==> src/rtl/assert_macros.svh <==
// Assertion macros used by the RTL of the station record parser.
// No dependencies; define NO_ASSERTIONS to compile the checks out.
`ifndef ASSERT_MACROS_SVH
`define ASSERT_MACROS_SVH
`ifndef NO_ASSERTIONS
// Check that cons holds in the same cycle as ante.
`define ASSERT_SAME(label, clk, rstn, ante, cons) \
    label: assert property (@(posedge clk) disable iff (!(rstn)) (ante) |-> (cons)) \
        else $error("assertion failed: same-cycle implication");
// Check that cons holds in the cycle after ante.
`define ASSERT_NEXT(label, clk, rstn, ante, cons) \
    label: assert property (@(posedge clk) disable iff (!(rstn)) (ante) |=> (cons)) \
        else $error("assertion failed: next-cycle implication");
`else
`define ASSERT_SAME(label, clk, rstn, ante, cons)
`define ASSERT_NEXT(label, clk, rstn, ante, cons)
`endif
`endif

==> src/rtl/srp_pkg.sv <==
// Package for the station record parser: character codes and widths.
// No dependencies.
package srp_pkg;

    localparam int NAME_COUNT_MAX = 255;
    localparam int NAME_COUNT_BITS = $clog2(NAME_COUNT_MAX + 1);
    // keep at least the 8 bits that the length port shows
    localparam int NAME_COUNT_W = (NAME_COUNT_BITS > 8) ? NAME_COUNT_BITS : 8;

    localparam int BYTE_W  = 8;
    localparam int DIGIT_W = 4;
    localparam int MAG_W   = 10;
    localparam int VALUE_W = 11;

    typedef logic [BYTE_W-1:0]       byte_t;
    typedef logic [DIGIT_W-1:0]      digit_t;
    typedef logic [NAME_COUNT_W-1:0] name_count_t;

    localparam byte_t CHAR_NEWLINE = 8'h0a;
    localparam byte_t CHAR_SEMI    = 8'h3b;
    localparam byte_t CHAR_MINUS   = 8'h2d;
    localparam byte_t CHAR_DOT     = 8'h2e;
    localparam byte_t CHAR_ZERO    = 8'h30;
    localparam byte_t CHAR_NINE    = 8'h39;

endpackage

==> src/rtl/station_record_parser.sv <==
// Station record parser: turns a name;value text stream into result words.
// A result word is valid in the cycle after its newline is accepted.
// Throughput: one byte per cycle; stall only while an untaken word fills the result register.
// Reset: aresetn (synchronous, active low) clears the record state and
// empties the result register; the block is ready in the first cycle after.
// Depends on srp_pkg and assert_macros.svh.
`include "assert_macros.svh"

module station_record_parser (
    input  logic                aclk,
    input  logic                aresetn,
    input  logic                s_valid,
    output logic                s_ready,
    input  srp_pkg::byte_t      s_in_byte,
    output logic                m_valid,
    input  logic                m_ready,
    output srp_pkg::byte_t      m_name_length,
    output srp_pkg::byte_t      m_name_byte_first,
    output srp_pkg::byte_t      m_name_byte_third,
    output srp_pkg::byte_t      m_name_byte_fifth,
    output srp_pkg::byte_t      m_name_byte_last,
    output logic signed [10:0]  m_value_tenths
);
    import srp_pkg::*;

    // Record state. The integer part lives as its last two digits, so a new
    // digit only shifts them along and no modulo is needed.
    logic        value_phase_reg, value_phase_next;
    name_count_t name_count_reg, name_count_next;
    byte_t       key_first_reg, key_first_next;
    byte_t       key_third_reg, key_third_next;
    byte_t       key_fifth_reg, key_fifth_next;
    byte_t       key_last_reg, key_last_next;
    logic        negative_reg, negative_next;
    digit_t      tens_reg, tens_next;
    digit_t      ones_reg, ones_next;
    digit_t      tenths_reg, tenths_next;
    logic        after_dot_reg, after_dot_next;

    // Result register.
    logic                     m_valid_reg, m_valid_next;
    byte_t                    length_reg, length_next;
    byte_t                    first_reg, first_next;
    byte_t                    third_reg, third_next;
    byte_t                    fifth_reg, fifth_next;
    byte_t                    last_reg, last_next;
    logic signed [VALUE_W-1:0] value_reg, value_next;

    logic                accept;
    logic                emit;
    logic                is_digit;
    digit_t              digit;
    logic [MAG_W-1:0]    magnitude;
    logic [VALUE_W-1:0]  mag_ext;
    logic                newline_in;
    logic                value_in_range;

    // Accept a byte whenever the result register is empty or is drained now.
    assign s_ready  = !m_valid_reg || m_ready;
    assign accept   = s_valid && s_ready;
    assign is_digit = (s_in_byte >= CHAR_ZERO) && (s_in_byte <= CHAR_NINE);
    assign digit    = DIGIT_W'(s_in_byte - CHAR_ZERO);

    // Value in tenths: tens*100 + ones*10 + tenths, at most 999.
    assign magnitude = MAG_W'(tens_reg) * MAG_W'(100)
                     + MAG_W'(ones_reg) * MAG_W'(10)
                     + MAG_W'(tenths_reg);
    assign mag_ext   = VALUE_W'(magnitude);

    always_comb begin
        value_phase_next = value_phase_reg;
        name_count_next  = name_count_reg;
        key_first_next   = key_first_reg;
        key_third_next   = key_third_reg;
        key_fifth_next   = key_fifth_reg;
        key_last_next    = key_last_reg;
        negative_next    = negative_reg;
        tens_next        = tens_reg;
        ones_next        = ones_reg;
        tenths_next      = tenths_reg;
        after_dot_next   = after_dot_reg;
        emit             = 1'b0;

        if (accept) begin
            if (!value_phase_reg) begin
                priority if (s_in_byte == CHAR_NEWLINE) begin
                    // newline inside the name: drop the partial record
                    name_count_next = '0;
                    key_first_next  = '0;
                    key_third_next  = '0;
                    key_fifth_next  = '0;
                    key_last_next   = '0;
                    negative_next   = 1'b0;
                    tens_next       = '0;
                    ones_next       = '0;
                    tenths_next     = '0;
                    after_dot_next  = 1'b0;
                end else if (s_in_byte == CHAR_SEMI) begin
                    value_phase_next = 1'b1;
                    negative_next    = 1'b0;
                    tens_next        = '0;
                    ones_next        = '0;
                    tenths_next      = '0;
                    after_dot_next   = 1'b0;
                end else begin
                    priority if (name_count_reg == '0) begin
                        key_first_next = s_in_byte;
                    end else if (name_count_reg == NAME_COUNT_W'(2)) begin
                        key_third_next = s_in_byte;
                    end else if (name_count_reg == NAME_COUNT_W'(4)) begin
                        key_fifth_next = s_in_byte;
                    end else begin
                    end
                    key_last_next = s_in_byte;
                    // saturate the name length
                    if (name_count_reg < NAME_COUNT_W'(NAME_COUNT_MAX)) begin
                        name_count_next = name_count_reg + NAME_COUNT_W'(1);
                    end
                end
            end else begin
                priority if (s_in_byte == CHAR_NEWLINE) begin
                    // end of record: emit and start a fresh one
                    emit             = 1'b1;
                    value_phase_next = 1'b0;
                    name_count_next  = '0;
                    key_first_next   = '0;
                    key_third_next   = '0;
                    key_fifth_next   = '0;
                    key_last_next    = '0;
                    negative_next    = 1'b0;
                    tens_next        = '0;
                    ones_next        = '0;
                    tenths_next      = '0;
                    after_dot_next   = 1'b0;
                end else if (s_in_byte == CHAR_MINUS) begin
                    negative_next = 1'b1;
                end else if (s_in_byte == CHAR_DOT) begin
                    after_dot_next = 1'b1;
                end else if (is_digit) begin
                    if (after_dot_reg) begin
                        tenths_next = digit;
                    end else begin
                        // keep only the last two integer digits
                        tens_next = ones_reg;
                        ones_next = digit;
                    end
                end else begin
                    // ignore any other byte in the value
                end
            end
        end

        // Result register: load on emit, clear once taken.
        m_valid_next = m_valid_reg;
        if (emit) begin
            m_valid_next = 1'b1;
        end else if (m_ready) begin
            m_valid_next = 1'b0;
        end
        length_next = name_count_reg[7:0];
        first_next  = key_first_reg;
        third_next  = key_third_reg;
        fifth_next  = key_fifth_reg;
        last_next   = key_last_reg;
        value_next  = negative_reg ? $signed(VALUE_W'(-mag_ext)) : $signed(mag_ext);
    end

    always_ff @(posedge aclk) begin
        if (!aresetn) begin
            value_phase_reg <= 1'b0;
            name_count_reg  <= '0;
            key_first_reg   <= '0;
            key_third_reg   <= '0;
            key_fifth_reg   <= '0;
            key_last_reg    <= '0;
            negative_reg    <= 1'b0;
            tens_reg        <= '0;
            ones_reg        <= '0;
            tenths_reg      <= '0;
            after_dot_reg   <= 1'b0;
            m_valid_reg     <= 1'b0;
        end else begin
            value_phase_reg <= value_phase_next;
            name_count_reg  <= name_count_next;
            key_first_reg   <= key_first_next;
            key_third_reg   <= key_third_next;
            key_fifth_reg   <= key_fifth_next;
            key_last_reg    <= key_last_next;
            negative_reg    <= negative_next;
            tens_reg        <= tens_next;
            ones_reg        <= ones_next;
            tenths_reg      <= tenths_next;
            after_dot_reg   <= after_dot_next;
            m_valid_reg     <= m_valid_next;
        end
    end

    // Payload holds until the next emit; no reset needed.
    always_ff @(posedge aclk) begin
        if (emit) begin
            length_reg <= length_next;
            first_reg  <= first_next;
            third_reg  <= third_next;
            fifth_reg  <= fifth_next;
            last_reg   <= last_next;
            value_reg  <= value_next;
        end
    end

    assign m_valid           = m_valid_reg;
    assign m_name_length     = length_reg;
    assign m_name_byte_first = first_reg;
    assign m_name_byte_third = third_reg;
    assign m_name_byte_fifth = fifth_reg;
    assign m_name_byte_last  = last_reg;
    assign m_value_tenths    = value_reg;

    assign newline_in     = accept && (s_in_byte == CHAR_NEWLINE);
    assign value_in_range = (value_reg >= -11'sd999) && (value_reg <= 11'sd999);

    // A newline that closes a value always leaves a word in the result register.
    `ASSERT_NEXT(a_emit_on_newline, aclk, aresetn, newline_in && value_phase_reg, m_valid_reg)
    // Any accepted newline starts a clean name.
    `ASSERT_NEXT(a_newline_clears, aclk, aresetn, newline_in, !value_phase_reg && ~|name_count_reg)
    // The emitted value stays within three decimal digits of tenths.
    `ASSERT_SAME(a_value_range, aclk, aresetn, m_valid_reg, value_in_range)

endmodule
==> config.mk <==
export PLATFORM = sky130hd
export DESIGN_NAME = station_record_parser
export DESIGN_NICKNAME = d
export VERILOG_FILES = /design/src/rtl/srp_pkg.sv /design/src/rtl/station_record_parser.sv
export VERILOG_INCLUDE_DIRS = /design/src /design/src/rtl
export SDC_FILE = /design/constraint.sdc
export NUM_CORES = 1
export LEC_CHECK = 0
export BUFFER_PORTS_ARGS = -buffer_cell sky130_fd_sc_hd__buf_4
export CELL_PAD_IN_SITES_DETAIL_PLACEMENT = 1
export CELL_PAD_IN_SITES_GLOBAL_PLACEMENT = 1
export CORE_MARGIN = 5
export CORE_UTILIZATION = 43
export DETAILED_ROUTE_END_ITERATION = 12
export GPL_TIMING_DRIVEN = 0
export MAX_ROUTING_LAYER = met4
export PLACE_DENSITY = 0.74
export RECOVER_POWER = 50
export SLEW_MARGIN = 20
export SYNTH_ARGS = -nofsm -noshare
export SYNTH_HDL_FRONTEND = slang
export SYNTH_SLANG_ARGS = --single-unit
==> constraint.sdc <==
create_clock -name aclk -period 3.9 [get_ports aclk]
set_clock_uncertainty 0.2 [all_clocks]
set_input_delay 0.39 -clock aclk [delete_from_list [all_inputs] [get_ports aclk]]
set_output_delay 0.39 -clock aclk [all_outputs]
set_load 0.02 [all_outputs]
# Word level (Yosys, flattened, before mapping)
# Index checks and enable logic that the tools add are counted.
# op_classes
add_sub_neg	5
n_mul	2
n_lt_le_gt_ge	3
n_eq_ne	17
mux	62
n_reduce_logical	20
# ops
cell	n
$mux 8	23
$mux 4	20
$eq 8x6->1 const B	3
$mux 1	18
$reduce_and 6->1	3
$ne 3x1->1 const B	4
$reduce_and 4->1	3
$neg 10->11	1
$add 10x4->10	1
$add 10x8->10	1
$mux 10	1
$reduce_bool 2->1	5
$ne 3x2->1 const B	3
$add 8x1->8 const B	1
$eq 8x2->1 const B	1
$eq 8x3->1 const B	1
$eq 8x4->1 const B	1
$ge 8x6->1 const B	1
$le 8x6->1 const B	1
$logic_not 8->1	1
$lt 8x8->1 const B	1
$mul 4x5->8 const B	1
$ne 2x1->1 const B	4
$mul 4x3->7 const B	1
other kinds (7)	9
# word_totals
reg_bits	107
input_bits	12
word_cells	128

# Depth between registers and ports, before layout
# depth
depth_word	7
mapped_depth	13
depth_no_buf	13

# Least setup slack after synthesis
# No wires, ideal clock.
# synth_path
path_type	flip-flop to flip-flop
startpoint	register tens_reg[0]
endpoint	register value_reg[9], in the netlist m_value_tenths[9], data pin
arrival_time_ns	3.075
t_required_ns	3.437
path_slack_ns	0.362
stages_incl_launch_ff	14
n_path_buf	0
path_cell_list	dfxtp_1 > ha_1 > ha_1 > inv_1 > fa_1 > inv_1 > ha_1 > ha_1 > nor2b_1 > or3b_2 > nand3_1 > nor4_1 > a21o_1 > xor2_1
# synth_via
elab_chain_len	5
# synth_lines
item	line_no	source
from (decl)	station_record_parser.sv:35	digit_t tens_reg, tens_next;
from (signal assigned)	station_record_parser.sv:190	tens_reg <= tens_next;
$mul 4x5->8 (*)	station_record_parser.sv:65	assign magnitude = MAG_W'(tens_reg) * MAG_W'(100)
$add 10x8->10 (*)	station_record_parser.sv:66	+ MAG_W'(ones_reg) * MAG_W'(10)
$add 10x4->10 (*)	station_record_parser.sv:67	+ MAG_W'(tenths_reg);
$neg 10->11	station_record_parser.sv:165	value_next = negative_reg ? $signed(VALUE_W'(-mag_ext)) : $signed(mag_ext);
$mux 10 (*)	station_record_parser.sv:165	
named net value_next[9]	station_record_parser.sv:47	logic signed [VALUE_W-1:0] value_reg, value_next;
to (signal assigned)	station_record_parser.sv:206	value_reg <= value_next;
to (decl)	station_record_parser.sv:47	
# The timed path passes the listed nets; every way through them passes the cells marked *.
# A chain may end at the register's enable or synchronous reset.

# Worst setup path in the final report
# layout_path
startpoint	register ones_reg[1]
endpoint	register value_reg[9], in the netlist m_value_tenths[9], data pin
# layout_via
elab_chain_len	5
# layout_lines
item	line_no	source
from (decl)	station_record_parser.sv:36	digit_t ones_reg, ones_next;
from (signal assigned)	station_record_parser.sv:191	ones_reg <= ones_next;
$mul 4x3->7 (*)	station_record_parser.sv:66	
$add 10x8->10 (*)	station_record_parser.sv:66	
$add 10x4->10 (*)	station_record_parser.sv:67	
$neg 10->11	station_record_parser.sv:165	
$mux 10 (*)	station_record_parser.sv:165	
named net value_next[9]	station_record_parser.sv:47	
# Marked as above.

==> out/results.txt <==
status = finished clean
Pre-antenna DRT Iters = 6
yosys synthesis warning count = 0
H-Tree Level Count = 3
Worst-path clk slew = 0.07 ns
CP bufs+invs = 0
Port Buffers = 61
Final Net Count = 575
Syn Nets = 502
DIE AREA = 13800 um^2
R2R cell count = 12
Seq/Total Area, Yosys = 53.2%
clk_lat worst skew = 0.35 ns
FFs w/ async S/R, synth = 0%
routed length per instance = 18.0 um
synth unique cells = 51
critical path capture point type = register
worst hold endpoint = ones_reg[1]
Final Wtd Congestion = 0.791
Layout area overhead = 14.8%
CP dominant cell by count = ha_1
Core Area = 11400 um^2
critical path type = register to register
Pleak = 2.12 nW
CTS Buf Count = 9
# DRC = 0
CP max stage delay = 0.47 ns
WHS = 0.167 ns
Final Cycle Share = 95.8%
RSZ-0062 raised after global routing = no
CTS tree = yes
Die Wd = 118 um
Final Max Tran Viols = 0
Final HPWL DP = 9100 um
die height = 118 um
Critical-path top delay cell = or3b_2
# resized after CTS = 0
top-area cell type share of the netlist area = 30.7%
Max Cap Viol = 0
Hold WC Path Type = primary input to register
Routed WL = 12200 um
Num Clock Sinks = 107
worst reg2reg path startpoint = ones_reg[1]
final hold violation count = 0
CP required = 3.79 ns
I/O pins = 65
Inst Count DP = 663
share of layout cells above drive strength 1 = 8.21%
Fin Setup TNS = 0 ns
GRT Resource Usage Total = 18.5%
CTS max path bufs = 2
Hold Buf Count CTS = 0
peak supply drop = 0.223 mV
worst slew pin tran = 0.972 ns
final worst setup slack = 0.163 ns
post-synthesis register bit count = 107
Critical Path AT = 3.62 ns
starting density of the core = 43.8%
Synth area leader = edfxtp_1
initial drt markers = 173
top_reg_cell synth = dfxtp_1
critical-path cell list = ha_1 -> ha_1 -> fa_1 -> xor2_1 -> ha_1 -> ha_1 -> nor2b_1 -> or3b_2 -> nand3_2 -> nor4_1 -> a21o_1 -> xor2_1
delay-heaviest family, CP = adder cells
clock period minus worst slack = 3.74 ns
dpl ws = 0.0662 ns
Core Rows = 39
Hold Path Depth = 3
WP depth = 12
Setup Viol. Count Final = 0
largest net degree at the start of global routing = 37
RR Endpoint = m_value_tenths[9]
Post-synth EDFFs = 51
synth top area cells = edfxtp_1, dfxtp_1, ha_1
syn_area_per_cell = 10.9 um^2
pwr/cell area = 383 nW/um^2
Antenna Nets Post-Route = 0
Hold Startpoint = s_in_byte[1]
Non-Filler Instances = 679
CTS root buffer = clkbuf_16
Cells after Synth = 458
f_max = 268 MHz
vias in the first global route = 3903
routed vias = 3635
Crit Path Max Fanout = 4
ANT cells = 0
slew margin rel. = 34.9%
number of flip-flops in the largest register = 11
R2R setup slack = 0.16 ns
first-pass GRT wire length = 20400 um
initial antenna violation count = 0
postcts setup bufs = 0
GR Overflow Total = 0
crit start category = register
vias per inst = 5.35
Post-Syn Area = 4980 um^2
[worst register-to-register path, cell delays in order (launching register included)]
cell,delay (ns)
dfxtp_2,0.36
ha_1,0.31
ha_1,0.22
fa_1,0.38
xor2_1,0.15
ha_1,0.29
ha_1,0.35
nor2b_1,0.20
or3b_2,0.47
nand3_2,0.13
nor4_1,0.07
a21o_1,0.20
xor2_1,0.14
[worst max path at each step]
stage | slack [ns] | start | endpoint
6_report | 0.16 | ones_reg[1] | m_value_tenths[9]
5_1_grt | 0.01 | ones_reg[1] | m_value_tenths[9]
4_1_cts | 0.04 | ones_reg[1] | m_value_tenths[9]
3_5_place_dp | 0.07 | ones_reg[1] | m_value_tenths[9]
3_3_place_gp | 0.15 | ones_reg[1] | m_value_tenths[9]
2_1_floorplan | 0.36 | tens_reg[0] | m_value_tenths[9]
[cells by family (layout without fill, tap and decap cells)]
kind of cell,after synthesis,after routing,share of synthesized area (%)
adders and majority gates,32,32,8.79
xor gates and xnor gates,16,16,2.81
buffers and inverters,42,120,3.51
AOI/OAI and AO/OA,82,82,11.1
and+or+nand+nor,165,165,17.8
DFF,107,107,53.2
muxes,14,14,2.81
[per-layer routing]
layer / GRT usage, % / part of all wire (%)
met1: 23.7 / 46
met2: 29.9 / 49
met3: 3.80 / 3.4
met4: 4.95 / 1.4
met5: - / 0
[report_power, final]
| group | leakage (nW) | total [mW] | switching [mW] | internal, mW |
|---|---|---|---|---|
| Combinational | 1.07 | 0.116 | 0.0773 | 0.0383 |
| Sequential | 0.914 | 1.19 | 0.0110 | 1.18 |
| Clock | 0.142 | 0.880 | 0.431 | 0.448 |
| Total | 2.12 | 2.19 | 0.519 | 1.67 |
[cell type report]
| class | instances | area [um^2] |
|---|---|---|
| clock buffer | 10 | 229 |
| sequential | 107 | 2660 |
| fill | 1288 | 5650 |
| buffer | 20 | 88.8 |
| multi-input combinational | 309 | 2150 |
| timing repair buffer | 62 | 272 |
| inverter | 22 | 82.6 |
| tap | 143 | 179 |
| clock inverter | 6 | 62.6 |
[cells in the mapped netlist (5+ instances only)]
cell type and instances:
a31oi_1 6, ha_1 27, xnor2_1 10, nor2_1 14, inv_1 22, o21ai_1 5
clkbuf_1 13, a21boi_0 11, mux2i_1 14, nand3_1 42, xor2_1 6, nor2b_1 18
nand2_1 49, buf_2 5, nor3_1 7, o21ai_0 29, dfxtp_1 56, fa_1 5
edfxtp_1 51
[placed cells by master, fill, tap and decap left out, drive strengths merged, types with 2 or more instances in the layout]
master | netlist | routed
nand2 | 49 | 49
nor3b | 4 | 4
clkbuf | 13 | 79
nand2b | 3 | 3
o21ai | 34 | 34
a21oi | 4 | 4
nor2 | 16 | 16
fa | 5 | 5
or3 | 4 | 4
a21o | 4 | 4
nor2b | 18 | 18
xnor2 | 10 | 10
buf | 7 | 13
a32o | 4 | 4
and3 | 4 | 4
a21boi | 11 | 11
o22ai | 3 | 3
o21a | 3 | 3
and3b | 3 | 3
nand3 | 42 | 42
ha | 27 | 27
clkinv | 0 | 5
inv | 22 | 23
mux2i | 14 | 14
edfxtp | 51 | 51
and2 | 2 | 2
o31ai | 4 | 4
or3b | 2 | 2
or4 | 2 | 2
nor4 | 2 | 2
dfxtp | 56 | 56
a22o | 2 | 2
nor3 | 10 | 10
xor2 | 6 | 6
a31oi | 6 | 6
[through the flow]
step	power, mW	util (%)	instance area [um^2]
2_1_floorplan	1.29	-	4980
3_3_place_gp	1.33	49.4	5620
3_5_place_dp	1.34	49.6	5640
4_1_cts	2.21	52.2	5930
5_1_grt	2.28	50.3	5720
6_report	2.19	50.3	5720
Power figures use the tool's default switching activity.
